**config.mk**
```make
export PLATFORM = sky130hd
export DESIGN_NAME = fpp_slot_ram
export DESIGN_NICKNAME = d
export VERILOG_FILES = /design/src/hw/rtl/frame_pacing_predictor_assert.svh /design/src/hw/rtl/fpp_pkg.sv /design/src/hw/rtl/fpp_slot_ram.sv
export SDC_FILE = /design/constraint.sdc
export NUM_CORES = 2
export LEC_CHECK = 0
export BUFFER_PORTS_ARGS = -buffer_cell sky130_fd_sc_hd__buf_4
export CORE_ASPECT_RATIO = 0.9
export CORE_MARGIN = 1.5
export CORE_UTILIZATION = 55
export DETAILED_ROUTE_END_ITERATION = 6
export PLACE_DENSITY = 0.72
export SLEW_MARGIN = 5
export SYNTH_ARGS = -nofsm -noshare
export SYNTH_HDL_FRONTEND = slang
export SYNTH_SLANG_ARGS = --single-unit
```
**constraint.sdc**
```tcl
create_clock -name i_clk -period 23.9 [get_ports i_clk]
set_clock_uncertainty 0.15 [all_clocks]
set_input_delay 4.78 -clock i_clk [delete_from_list [all_inputs] [get_ports i_clk]]
set_output_delay 4.78 -clock i_clk [all_outputs]
set_load 0.005 [all_outputs]
```
**src/hw/rtl/frame_pacing_predictor_assert.svh**
```systemverilog
// Assertion macros for the frame pacing predictor.
`ifndef FRAME_PACING_PREDICTOR_ASSERT_SVH
`define FRAME_PACING_PREDICTOR_ASSERT_SVH
`ifndef SYNTHESIS
`define FPP_ASSERT(lbl, clk, rst_n, prop, msg) \
    lbl: assert property (@(posedge clk) disable iff (!rst_n) prop) else $error(msg);
`define FPP_ASSERT_NR(lbl, clk, prop, msg) \
    lbl: assert property (@(posedge clk) prop) else $error(msg);
`else
`define FPP_ASSERT(lbl, clk, rst_n, prop, msg)
`define FPP_ASSERT_NR(lbl, clk, prop, msg)
`endif
`endif

```
**src/hw/rtl/fpp_pkg.sv**
```systemverilog
// Shared types and constants of the frame pacing predictor.
package fpp_pkg;

    localparam int FRAME_SLOTS = 16;
    localparam int SLOT_W      = $clog2(FRAME_SLOTS);

    localparam int DIV_STEPS   = 64;
    localparam int DIV_CNT_W   = $clog2(DIV_STEPS);

    localparam logic [2:0] OP_PREDICT = 3'd0;
    localparam logic [2:0] OP_WAKE    = 3'd1;
    localparam logic [2:0] OP_OTHER   = 3'd2;
    localparam logic [2:0] OP_DELIV   = 3'd3;
    localparam logic [2:0] OP_GPU     = 3'd4;
    localparam logic [2:0] OP_INFO    = 3'd5;

    localparam logic [26:0] PERIOD_MIN   = 27'd1000000;
    localparam logic [26:0] PERIOD_MAX   = 27'd100000000;
    localparam logic [26:0] PERIOD_RESET = 27'd10000000;
    localparam logic [22:0] MARGIN_MIN   = 23'd500000;
    localparam logic [22:0] MARGIN_MAX   = 23'd5000000;
    localparam logic [22:0] MARGIN_RESET = 23'd1500000;
    localparam logic [20:0] MS_NS        = 21'd1000000;
    localparam logic [20:0] OVERHEAD_MAX = 21'd1500000;

    // Reciprocal of ten; exact for operands below 2^32 with a shift of 35.
    localparam logic [31:0] RECIP10      = 32'hCCCCCCCD;
    localparam int          RECIP_SHIFT  = 35;

    typedef struct packed {
        logic [62:0] tag;
        logic [62:0] wake;
        logic [62:0] deliv;
    } t_slot;

endpackage

```
**src/hw/rtl/fpp_slot_ram.sv**
```systemverilog
// Frame slot ring memory with registered read and per-entry valid bits.
module fpp_slot_ram
    import fpp_pkg::*;
(
    input  logic              i_clk,
    input  logic              i_rst_n,
    input  logic              i_wr_en,
    input  logic [SLOT_W-1:0] i_wr_addr,
    input  t_slot             i_wr_data,
    input  logic              i_rd_en,
    input  logic [SLOT_W-1:0] i_rd_addr,
    output t_slot             o_rd_data
);

    t_slot                  r_mem [FRAME_SLOTS];
    logic [FRAME_SLOTS-1:0] r_valid;
    t_slot                  r_rd_data;
    logic                   r_rd_valid;

    always_ff @(posedge i_clk) begin
        if (i_wr_en) begin
            r_mem[i_wr_addr] <= i_wr_data;
        end
        if (i_rd_en) begin
            r_rd_data <= r_mem[i_rd_addr];
        end
    end

    // An entry never written reads as zero, which is its reset content.
    always_ff @(posedge i_clk) begin
        if (!i_rst_n) begin
            r_valid    <= '0;
            r_rd_valid <= 1'b0;
        end else begin
            if (i_wr_en) begin
                r_valid[i_wr_addr] <= 1'b1;
            end
            if (i_rd_en) begin
                r_rd_valid <= r_valid[i_rd_addr];
            end
        end
    end

    assign o_rd_data = r_rd_valid ? r_rd_data : '0;

endmodule

```
## After elaboration in Yosys (flattened, before gate mapping)

Memories as Yosys holds them, arrays and structs flattened. A register that Yosys moved wholly into a read port is not among the register bits.
Index checks and enable logic that the tools add are counted.

| word-level totals | value |
|---|---|
| flip-flop bits (word level) | 17 |
| latch bits | 0 |
| bits in writable memories | 3024 |
| bits in read-only memories | 0 |
| bits of input ports | 201 |
| logic and storage cells | 15 |
| memories kept | 1 |

Memories:

| name | words | width | rd ports | clocked after Yosys merged registers in | write ports | line | RTL |
|---|---|---|---|---|---|---|---|
| r_mem | 16 | 189 | 1 | 1 | 1 | fpp_slot_ram.sv:15 | `t_slot r_mem [FRAME_SLOTS];` |

| operators by class | value |
|---|---|
| add/subtract/negate cells | 0 |
| multiply operators | 0 |
| divide/modulo/power cells | 0 |
| order comparisons | 3 |
| eq/ne operators | 0 |
| shift-type cells | 0 |
| mux-type cells | 7 |
| bitwise gates (word level) | 1 |
| reduce and logical (&&, ||, !) cells | 1 |

Operators with widths:

| kind | count |
|---|---|
| $mux W189 | 1 |
| $or A16 B16 Y16 | 1 |
| $lt A4 B5 Y1 const B | 2 |
| $bmux W1 S4 | 1 |
| $demux W1 S4 | 1 |
| $ge A4 B1 Y1 const B | 1 |
| $mux W1 | 4 |
| $logic_and A1 B1 Y1 | 1 |

## Depth between registers and ports, before layout

| logic depth | value |
|---|---|
| word-level depth | 5 |
| depth in mapped cells | 8 |
| gate-level depth less buffers | 4 |

## Worst setup path before layout

OpenSTA, ideal clock, no wires.

| timing | value |
|---|---|
| path kind | input to register |
| start | input i_wr_addr[2] |
| end | memory r_mem[0][0] (netlist bit) (enable) |
| data arrival time | 18073 ps |
| data required time | 22775 ps |
| path slack | 4703 ps |
| stages on the path | 2 |
| path buffers | 0 |
| path through | or3b_2 -> nor3_1 |

RTL lines:

| item | line | RTL |
|---|---|---|
| start: declaration | fpp_slot_ram.sv:8 | `input logic [SLOT_W-1:0] i_wr_addr,` |
| end: declaration | fpp_slot_ram.sv:15 |  |

No word-level cell before the write port.

==> metrics.txt <==
status=finished clean; Post-DP HPWL=129000 µm; Net Count, Synth=5090; CP top delay family=buffers and inverters; Clock power frac=41.0%; Comb power frac=4.7%; max_slew headroom=17.9%; 1st-iter DRT viols=5759; Critical Path End Type=register; Cells after Synth=4889; Slowest-stage cell, CP=buf_4; chip width=498 µm; Distinct cells, synth=27; Netlist Area Pre-Place=121000 µm²; Register Area=96800 µm²; post-CTS setup buffers=0; Pleak=43.8 nW; pwr dens=85.7 nW/µm²; first-pass GRT wire length=394000 µm; hold crit path type=reg -> reg; unrepaired setup endpoints after global routing=false; fin crit period=9.03 ns; commonest cells after routing, fill and taps aside=edfxtp_1, mux4_2, buf_4; worst skew pair latency=0.94 ns; fin nets=5642; CP Max Fanout=105; worst slew pin tran=1.23 ns; WP buf/inv=5; Worst Path Arrival=9.57 ns; RD Place Congestion=0.735; Setup crit start kind=input port; commonest non-fill, non-tap cell in the layout=edfxtp_1; Routed WL per cell=31.8 µm; Routed Antenna Nets=0; mean post-synth cell area=24.8 µm²; io pins=390; DRC Markers=0; YS warnings=0; setup ws final=14.87 ns; crit path kind=in -> reg; CTS HTree Levels=5; Seq pwr share=54.3%; TritonCTS buffer count=323; DIE HEIGHT=449 µm; number of global-route vias before repair=56300; max-cap viol count=0; CTS root buf=clkbuf_16; synthesized flop and latch total=3230; Max Freq=111 MHz; fill cell count=14100; switching pwr=2.37 mW; CTS tree=built; sequential-to-total area share from yosys stat=79.8%; detailed-route vias per instance=6.36; routing usage on met3=5.02%; multi-input combinational cell area=23400 µm²; GRT busiest layer=met2; CP Cell Sequence=buf_12 -> buf_4 -> buf_4 -> buf_4 -> buf_4 -> mux4_2 -> mux4_2; VDD IR max=0.0580 mV; gr ovfl total=0; Vias=54600; WP data required=24.43 ns; largest net degree at the start of global routing=133; post-place setup slack=13.57 ns; total track usage=24.5%; Clock transition at path regs=0.06 ns; Net Sw Frac=20.1%; GR Util met1=33.2%; initial antenna violation count=51; die area=223000 µm²; CTS Hold Bufs=0; share of cells above drive strength 1=32.2%; crit share post-route=37.8%; Hold Violations, Final=0; Slew Limit Fails=0; post-route setup TNS=0 ns; cell-internal power=9.43 mW; Total Wirelength=273000 µm; DR pass1 iterations=5; M2 GR Usage=40.7%; clk sinks=3230; post-CTS sizing=0; delay of the slowest critical-path stage=0.83 ns; setup violators final=0; CTS max path bufs=4; Most common cell on crit path=buf_4; Rows=163; core area=219000 µm²; Starting Density=55.3%; # port buffers=389; Area Growth Syn to Fin=13.6%
## worst register-to-register path, cell delays in order, from the launching register on
cell,delay [ns]
edfxtp_1,0.36
mux4_2,0.46
nor2b_1,0.14
a211oi_1,0.35
a21oi_1,0.13
## final timing paths
path | from | end | slack [ns] | depth (start not counted)
hold reg to reg | r_valid[7] | r_valid[7] | 0.31 | 1
setup / recovery | i_rd_addr[0] | r_rd_data[116] | 14.87 | 7
hold / removal | r_valid[7] | r_valid[7] | 0.31 | 1
setup reg to reg | r_mem[3][31] | r_rd_data[31] | 22.01 | 4
## through the flow
| stage | instances | cell area, µm² | power [mW] | hold slack, ns | util, % |
|---|---|---|---|---|---|
| 6_report | 8583 | 138000 | 11.8 | 0.315 | 62.9 |
| 5_1_grt | 8581 | 138000 | 12.1 | 0.335 | 62.9 |
| 4_1_cts | 8564 | 138000 | 11.9 | 0.316 | 62.8 |
| 3_5_place_dp | 8003 | 128000 | 7.09 | 0.302 | 58.3 |
| 3_3_place_gp | 8003 | 128000 | 7.08 | 0.293 | 58.3 |
| 2_1_floorplan | 4889 | 121000 | 6.87 | 0.285 | - |
## final cells by class
| cell class | count | share of cell area, % |
|---|---|---|
| clock inverter | 173 | 1.12 |
| tap | 2887 | 2.62 |
| clock buffer | 388 | 6.14 |
| multi-input combinational | 1400 | 17.0 |
| timing repair buffer | 486 | 2.85 |
| sequential | 3230 | 70.3 |
| antenna | 19 | 0.0345 |
## logic make-up (layout without fill, tap and decap cells)
kind of cell | after synthesis | in the layout | synth area share [%]
mux | 953 | 953 | 16.9
simple gates | 291 | 291 | 1.47
buf+inv | 259 | 1047 | 1.00
flops | 3230 | 3230 | 79.8
other cells | 0 | 19 | 0
compound gates | 156 | 156 | 0.826
## Yosys cell counts, drive strengths merged
library cell | instances | area (µm²)
mux2 | 1 | 11.3
nand3 | 3 | 15.0
mux4 | 877 | 19800
nand4 | 1 | 6.26
mux2i | 75 | 751
nor2b | 70 | 438
or3b | 1 | 8.76
nor2 | 13 | 48.8
a22oi | 1 | 7.51
nand2 | 3 | 11.3
clkbuf | 119 | 447
a211oi | 68 | 510
o21a | 16 | 120
nor3 | 4 | 20.0
and2 | 189 | 1180
a311oi | 1 | 8.76
o311ai | 1 | 8.76
nand2b | 2 | 12.5
edfxtp | 3213 | 96500
dfxtp | 17 | 340
buf | 140 | 771
nand3b | 5 | 37.5
a31oi | 1 | 6.26
a21oi | 68 | 340
## registers in the layout (all words and copies together) (netlist names)
register / flops
r_mem: 3024
r_rd_data: 189
r_rd_valid: 1
r_valid: 16
## power by group through the flow
stage / combinational (mW) / clock [mW] / sequential [mW]
2_1_floorplan: 0.330 / 0 / 6.54
3_3_place_gp: 0.548 / 0 / 6.53
3_5_place_dp: 0.559 / 0 / 6.53
4_1_cts: 0.562 / 4.91 / 6.42
5_1_grt: 0.591 / 5.14 / 6.42
6_report: 0.551 / 4.84 / 6.42
## layer usage
layer	part of all wire, %	up-vias
li1	-	22100
met1	38	29600
met2	51	2332
met3	7.8	477
met4	2.6	44
met5	0.10	-
Note: power is estimated with default switching activity, not from simulation.
