`src/hw/rtl/frame_pacing_predictor_assert.svh`:
```
// Assertion macros for the frame pacing predictor.
`ifndef FRAME_PACING_PREDICTOR_ASSERT_SVH
`define FRAME_PACING_PREDICTOR_ASSERT_SVH
`ifndef SYNTHESIS
`define FPP_ASSERT(lbl, clk, rst_n, prop, msg) \
    lbl: assert property (@(posedge clk) disable iff (!rst_n) prop) else $error(msg);
`define FPP_ASSERT_NR(lbl, clk, prop, msg) \
    lbl: assert property (@(posedge clk) prop) else $error(msg);
`else
`define FPP_ASSERT(lbl, clk, rst_n, prop, msg)
`define FPP_ASSERT_NR(lbl, clk, prop, msg)
`endif
`endif

```
`src/hw/rtl/fpp_pkg.sv`:
```
// Shared types and constants of the frame pacing predictor.
package fpp_pkg;

    localparam int FRAME_SLOTS = 16;
    localparam int SLOT_W      = $clog2(FRAME_SLOTS);

    localparam int DIV_STEPS   = 64;
    localparam int DIV_CNT_W   = $clog2(DIV_STEPS);

    localparam logic [2:0] OP_PREDICT = 3'd0;
    localparam logic [2:0] OP_WAKE    = 3'd1;
    localparam logic [2:0] OP_OTHER   = 3'd2;
    localparam logic [2:0] OP_DELIV   = 3'd3;
    localparam logic [2:0] OP_GPU     = 3'd4;
    localparam logic [2:0] OP_INFO    = 3'd5;

    localparam logic [26:0] PERIOD_MIN   = 27'd1000000;
    localparam logic [26:0] PERIOD_MAX   = 27'd100000000;
    localparam logic [26:0] PERIOD_RESET = 27'd10000000;
    localparam logic [22:0] MARGIN_MIN   = 23'd500000;
    localparam logic [22:0] MARGIN_MAX   = 23'd5000000;
    localparam logic [22:0] MARGIN_RESET = 23'd1500000;
    localparam logic [20:0] MS_NS        = 21'd1000000;
    localparam logic [20:0] OVERHEAD_MAX = 21'd1500000;

    // Reciprocal of ten; exact for operands below 2^32 with a shift of 35.
    localparam logic [31:0] RECIP10      = 32'hCCCCCCCD;
    localparam int          RECIP_SHIFT  = 35;

    typedef struct packed {
        logic [62:0] tag;
        logic [62:0] wake;
        logic [62:0] deliv;
    } t_slot;

endpackage

```
`src/hw/rtl/fpp_div.sv`:
```
// Restoring divider, one quotient bit per cycle, that returns the remainder.
module fpp_div
    import fpp_pkg::*;
(
    input  logic        i_clk,
    input  logic        i_rst_n,
    input  logic        i_start,
    input  logic [63:0] i_dividend,
    input  logic [26:0] i_divisor,
    output logic        o_done,
    output logic [26:0] o_rem
);

    logic                 r_busy;
    logic                 r_done;
    logic [DIV_CNT_W-1:0] r_cnt;
    logic [63:0]          r_dvd;
    logic [26:0]          r_rem;
    logic [26:0]          r_div;
    logic [27:0]          trial;
    logic                 ge;

    assign trial = {r_rem, r_dvd[63]};
    assign ge    = trial >= {1'b0, r_div};

    always_ff @(posedge i_clk) begin
        if (!i_rst_n) begin
            r_busy <= 1'b0;
            r_done <= 1'b0;
            r_cnt  <= '0;
        end else begin
            r_done <= 1'b0;
            if (i_start) begin
                r_busy <= 1'b1;
                r_cnt  <= '0;
                r_dvd  <= i_dividend;
                r_div  <= i_divisor;
                r_rem  <= '0;
            end else if (r_busy) begin
                r_dvd <= {r_dvd[62:0], 1'b0};
                r_rem <= ge ? 27'(trial - {1'b0, r_div}) : trial[26:0];
                r_cnt <= r_cnt + 1'b1;
                if (r_cnt == DIV_CNT_W'(DIV_STEPS - 1)) begin
                    r_busy <= 1'b0;
                    r_done <= 1'b1;
                end
            end
        end
    end

    assign o_done = r_done;
    assign o_rem  = r_rem;

endmodule

```
`config.mk`:
```
export PLATFORM = sky130hd
export DESIGN_NAME = fpp_div
export DESIGN_NICKNAME = d
export VERILOG_FILES = /design/src/hw/rtl/frame_pacing_predictor_assert.svh /design/src/hw/rtl/fpp_pkg.sv /design/src/hw/rtl/fpp_div.sv
export SDC_FILE = /design/constraint.sdc
export NUM_CORES = 1
export LEC_CHECK = 0
export ABC_CLOCK_PERIOD_IN_PS = 8700
export BUFFER_PORTS_ARGS = -buffer_cell sky130_fd_sc_hd__buf_2
export CORE_ASPECT_RATIO = 0.8
export CORE_MARGIN = 4
export CORE_UTILIZATION = 60
export CTS_BUF_LIST = sky130_fd_sc_hd__clkbuf_16
export DETAILED_ROUTE_END_ITERATION = 8
export PLACE_DENSITY = 0.85
export SLEW_MARGIN = 25
export SYNTH_ARGS = -nofsm -noshare
export SYNTH_HDL_FRONTEND = slang
export SYNTH_SLANG_ARGS = --single-unit
```
`constraint.sdc`:
```
create_clock -name i_clk -period 8.7 [get_ports i_clk]
set_input_delay 0.87 -clock i_clk [delete_from_list [all_inputs] [get_ports i_clk]]
set_output_delay 0.87 -clock i_clk [all_outputs]
set_load 0.05 [all_outputs]
```
* After elaboration in Yosys (flattened, before gate mapping)
Index checks and enable logic that the tools add are counted.
** Storage, ports and cells
- Register bits after elaboration :: 126
- Bits in latches :: 0
- RAM bits :: 0
- ROM bits :: 0
- Bits of input ports :: 94
- Memories kept :: 0
** Cells by class
- $add $sub $neg :: 2
- $mul :: 0
- Div/mod/pow operators :: 0
- $lt $le $gt $ge :: 1
- Eq/ne operators :: 1
- Shifts and indexed selects :: 0
- Muxes and demuxes :: 8
- Bitwise operators :: 2
- Reductions and logical operators :: 5
** Operators with widths (number)
- $mux 64 :: 2
- $mux 27 :: 2
- $ge 28x27->1 :: 1
- $sub 27x27->27 :: 1
- $add 6x1->6 const B :: 1
- $eq 6x6->1 const B :: 1
- $mux 1 :: 4
- $reduce_and 2->1 :: 2
- $reduce_or 3->1 :: 1
- $not 1->1 :: 2
- $reduce_bool 2->1 :: 1
- $reduce_or 2->1 :: 1

* Longest topological paths before layout
- Depth in word-level cells :: 4
- Gate-level depth with buffers :: 13

* Worst setup path after synthesis
OpenSTA, ideal clock, no wires.
- Path type :: input to register
- Start :: input port i_start
- End :: register r_rem[0] (netlist: o_rem[0]) (enable)
- Setup time :: 0.458 ns
- Data arrival time :: 3.440 ns
- Setup slack :: 4.803 ns
- Cell stages on the path :: 3
- Path through :: clkbuf_1 > clkbuf_1 > o21a_1
** Between the ends
- Word-level cells in the longest chain between the ends :: 2
** Ends and longest elaborated chain
- start: declaration :: RTL line fpp_div.sv:7 : input logic i_start,
- $reduce_bool 2->1 (no line)
- $reduce_and 2->1 (no line)
- end signal: assignment :: RTL line fpp_div.sv:41 : r_rem <= ge ? 27'(trial - {1'b0, r_div}) : trial[26:0];
- end: declaration :: RTL line fpp_div.sv:18 : logic [26:0] r_rem;
Every way passes these cells.
A chain may end at the register's enable or synchronous reset.

* Final worst setup path
- Start :: register r_rem[18] (netlist: o_rem[18])
- End :: register r_rem[5] (netlist: o_rem[5]) (data pin)
** Between the ends
- Word-level cells in the longest chain between the ends :: 3
** Ends and longest elaborated chain
- $ge 28x27->1 :: RTL line fpp_div.sv:24 : assign ge = trial >= {1'b0, r_div};
- $mux 27 :: RTL line fpp_div.sv:41
- $mux 27 :: RTL line fpp_div.sv:39 : end else if (r_busy) begin
Every way passes these cells. The select of a mux whose other input is x is not followed.

==> run summary <==
The detailed-routing iteration count for the pre-antenna-repair pass is 5, and the number of max-slew violations in the final report is 0. The run gives 0 as the residual overflow from global routing. Once the floorplan was initialized, standard cells occupied 62.2% of the core. Among cell families on the critical path, the largest total delay comes from compound AO/OA/AOI/OAI gates. Setup total negative slack on the finished layout was measured at 0 ns. The largest stage delay on the critical path was 0.55 ns; the placed instance area was 7490 um^2. The area growth from synthesis to layout is 18.8%. Counting flops and latches in the post-synthesis netlist gives 126.

The number of gates resized after CTS was 0. The post-route netlist has 34.1% of its cells at a drive strength greater than 1. The slew at the pin closest to its max-slew limit was 0.905 ns. The share of the Yosys chip area taken by registers is 54.3%. Worst min-delay path class: reg -> reg. Cell internal power was estimated by the tool at 1360 uW. The clock network accounts for 39.5% of the total power. The tools report the origin of the critical flop-to-flop path as o_rem[18]. For the final database, setup skew stands at 0.0119 ns.

Height of the die: 103 um. In this run, synthesis inferred 118 flip-flops with an integrated enable. The tools report the worst flop-to-flop path endpoint as o_rem[5]. The tools report the combined global-route utilization of all metal layers as 23.5%. The weighted congestion at the end of routability-driven global placement is 0.942, and the total inserted antenna cells is 0.

Static timing analysis puts the maximum clock frequency at 312 MHz. The DRC violation total after the first TritonRoute iteration came out at 416. The slowest stage of the critical path belongs to the cell sky130_fd_sc_hd__o211ai_2.

The total wire length after detailed routing was 14.9 mm. Setup violations remaining at the end of the flow were counted as 0. The wire-length estimate of the detail-placed layout is 10.1 mm. Row generation in the floorplan step produced 34 rows.

The first-pass GRT wire length was 24.1 mm; the buffer count from post-CTS setup fixing was 0. The worst register-to-register path has a depth of 9. Of all nets on the critical path, the largest fanout is 16. Async set or reset register ratio after synthesis: 0%. The multi-input gate area in the final layout is 2840 um^2.

TritonCTS built the clock tree. Entering global routing, the biggest net connects 77 pins. The library cell used most frequently in the layout, excluding fill and tap cells, is sky130_fd_sc_hd__buf_2.

The data arrival time at the worst-slack endpoint is 3.33 ns, and the shortest period the worst path allows is 3.20 ns. Worst setup path category: reg -> reg. Clock tree synthesis inserted a total of 17 buffers.

Counting distinct cell types in the post-synthesis netlist gives 57. The logs give 8.83 ns for the worst endpoint required time and 0.00332 uW for the total leakage power. Critical hold path startpoint: r_cnt[5].

The tools report the net count after synthesis as 676. The H-tree depth reported by CTS came out at 4. After the last flow step, the layout net total stands at 791. The top cell types in the final layout, fill and taps aside, are 120 x sky130_fd_sc_hd__buf_2, 118 x sky130_fd_sc_hd__edfxtp_1, 63 x sky130_fd_sc_hd__mux2_2. For this design the ratio of total power to cell area is 233 nW/um^2. The tools report the storage element area as 3700 um^2. The tools report the final routed DRC violation total as 0. For hold timing, the worst endpoint is o_done.

The core region area was 11000 um^2; the number of hold buffers added after CTS was 0. With fillers left out, the area of the finished cells amounts to 8110 um^2. Detailed routing inserted a total of 4854 vias.

The tools report the number of inserted filler cells in the final layout as 753. The category of the worst setup path launch point was a register. The die is 127 um wide.

During I/O placement, the number of pins put on the boundary was 122. The maximum VDD drop is 0.178 mV. Setup repair after global routing left no endpoint under its margin. Synthesis produced a netlist whose cell count is 553. After detailed routing, the average wire length per cell comes to 18.1 um.

The run gives 6820 um^2 as the synthesized cell area. The worst setup path is captured at a register. The logs give 1 for the number of antenna violations at the first check in global routing and 39.7% for the headroom to the max-slew limit. Number of warnings issued by yosys: 0.

The critical path goes through ha_1, inv_1, o21bai_1, a21oi_1, o21a_1, o211ai_2, buf_4, mux2i_1, nor2_1. The tools report the share of power burned in combinational logic as 21.2%. The root buffer cell chosen for the clock tree is sky130_fd_sc_hd__clkbuf_16. Clock-pin slew was measured on the worst setup and hold paths at 0.06 ns.

The clock passes through at most 2 buffers. The clock reaches the later pin of the worst-skew pair after 0.42 ns. A synthesized cell averages 12.3 um^2. The switching share of power was 28.0%. Setup slack on the worst reg-to-reg path comes out at 5.50 ns. The clock drives 126 sinks.

Input and output buffers added on the ports amount to 121. The number of stages on the worst hold path was 2; the via density per instance was 5.88. The run finished with clean final reports. The via count of the first global-routing pass was 4909.

The count of nets left with antenna violations once routing finished came out at 0. The cell depth of the worst setup path was 9. The full die area was 13200 um^2. For this run, the leading register cell type out of synthesis is sky130_fd_sc_hd__edfxtp_1. Max-cap violations in this run came to 0. The number of buffer and inverter stages on the critical path came out at 2. Sequential cells account for 39.3% of the total power. For this design the total switching power over the nets is 528 uW. The number of endpoints with negative hold slack in the final report is 0, and the part of the cycle the worst path needs is 36.8%.
==> metal layers <==
layer	vias up	GRT usage [%]	routed length [um]
met5	-	0	9
met4	2	9.98	305
met3	31	8.73	1260
met2	200	38.5	7070
met1	2313	28.5	6250
li1	2308	-	-
==> flip-flops by register name (all words and copies together) (netlist names) <==
register	count
r_div	27
o_rem	27
o_done	1
r_busy	1
r_dvd	64
r_cnt	6
==> synthesized netlist by cell type, types with 6 or more instances <==
master	n	area share [%]
sky130_fd_sc_hd__a211oi_2	7	1.3
sky130_fd_sc_hd__nor2_1	36	2.0
sky130_fd_sc_hd__nand4_1	9	0.83
sky130_fd_sc_hd__a21oi_1	27	2.0
sky130_fd_sc_hd__o21a_1	11	1.2
sky130_fd_sc_hd__mux2i_1	10	1.5
sky130_fd_sc_hd__o21ai_0	17	1.2
sky130_fd_sc_hd__clkbuf_1	14	0.77
sky130_fd_sc_hd__mux2_2	63	10
sky130_fd_sc_hd__ha_1	28	5.1
sky130_fd_sc_hd__nand2_1	24	1.3
sky130_fd_sc_hd__xnor2_1	10	1.3
sky130_fd_sc_hd__buf_6	6	0.99
sky130_fd_sc_hd__or3_1	8	0.73
sky130_fd_sc_hd__dfxtp_1	8	2.3
sky130_fd_sc_hd__inv_1	33	1.8
sky130_fd_sc_hd__nand3_1	6	0.44
sky130_fd_sc_hd__edfxtp_1	118	52
sky130_fd_sc_hd__nand2b_1	7	0.64
sky130_fd_sc_hd__a21o_1	11	1.2
sky130_fd_sc_hd__xor2_1	9	1.2
sky130_fd_sc_hd__nor3_1	14	1.0
==> logic make-up (layout without fill, tap and decap cells) <==
| kind of cell | Yosys count | after routing | synth area share (%) |
|---|---|---|---|
| AOI/OAI and AO/OA | 114 | 114 | 12.0 |
| xor gates and xnor gates | 19 | 19 | 2.44 |
| adders and majority gates | 29 | 29 | 5.43 |
| buffers and inverters | 62 | 190 | 4.18 |
| DFF | 126 | 126 | 54.3 |
| muxes | 73 | 73 | 11.9 |
| and+or+nand+nor | 130 | 130 | 9.85 |
==> layout make-up <==
class                      count  area share, %
timing repair buffer         125           7.87
multi-input combinational    365           35.1
inverter                      33           1.53
clock inverter                15           2.41
tap                          144           2.22
sequential                   126           45.7
clock buffer                  17           5.25
==> through the flow <==
step | cells | hold WS [ns] | util, % | setup WS [ns] | total power [uW]
after floorplan | 553 | 0.459 | - | 4.80 | 1060
after global placement | 793 | 0.469 | 68.2 | 5.72 | 1130
after detailed placement | 793 | 0.510 | 68.2 | 5.56 | 1140
after CTS | 825 | 0.528 | 73.9 | 5.54 | 1900
after global routing | 825 | 0.560 | 73.9 | 5.25 | 1970
final | 825 | 0.527 | 73.9 | 5.50 | 1890
==> how the worst max path moves through the flow <==
stage               from        to  slack, ns
4_1_cts        o_rem[18]  o_rem[5]       5.54
2_1_floorplan    i_start  o_rem[0]       4.80
3_3_place_gp   o_rem[18]  o_rem[5]       5.72
3_5_place_dp   o_rem[18]  o_rem[5]       5.56
6_report       o_rem[18]  o_rem[5]       5.50
5_1_grt        o_rem[18]  o_rem[5]       5.25
==> power by group through the flow <==
stage | Clock (uW) | Combinational (uW) | Sequential (uW)
2_1_floorplan | 0 | 265 | 796
3_3_place_gp | 0 | 378 | 752
3_5_place_dp | 0 | 390 | 754
4_1_cts | 756 | 397 | 743
5_1_grt | 788 | 437 | 747
6_report | 745 | 400 | 743
==> worst reg2reg max path: cells and delay by family (launching register included) <==
kind / cells / cell delay [ns]
AO/OA/AOI/OAI: 4 / 1.21
adder cells (fa/ha/maj): 1 / 0.49
buffers and inverters: 2 / 0.51
flip-flops: 1 / 0.42
multiplexers: 1 / 0.24
AND/OR/NAND/NOR: 1 / 0.06
Power figures use the tool's default switching activity.
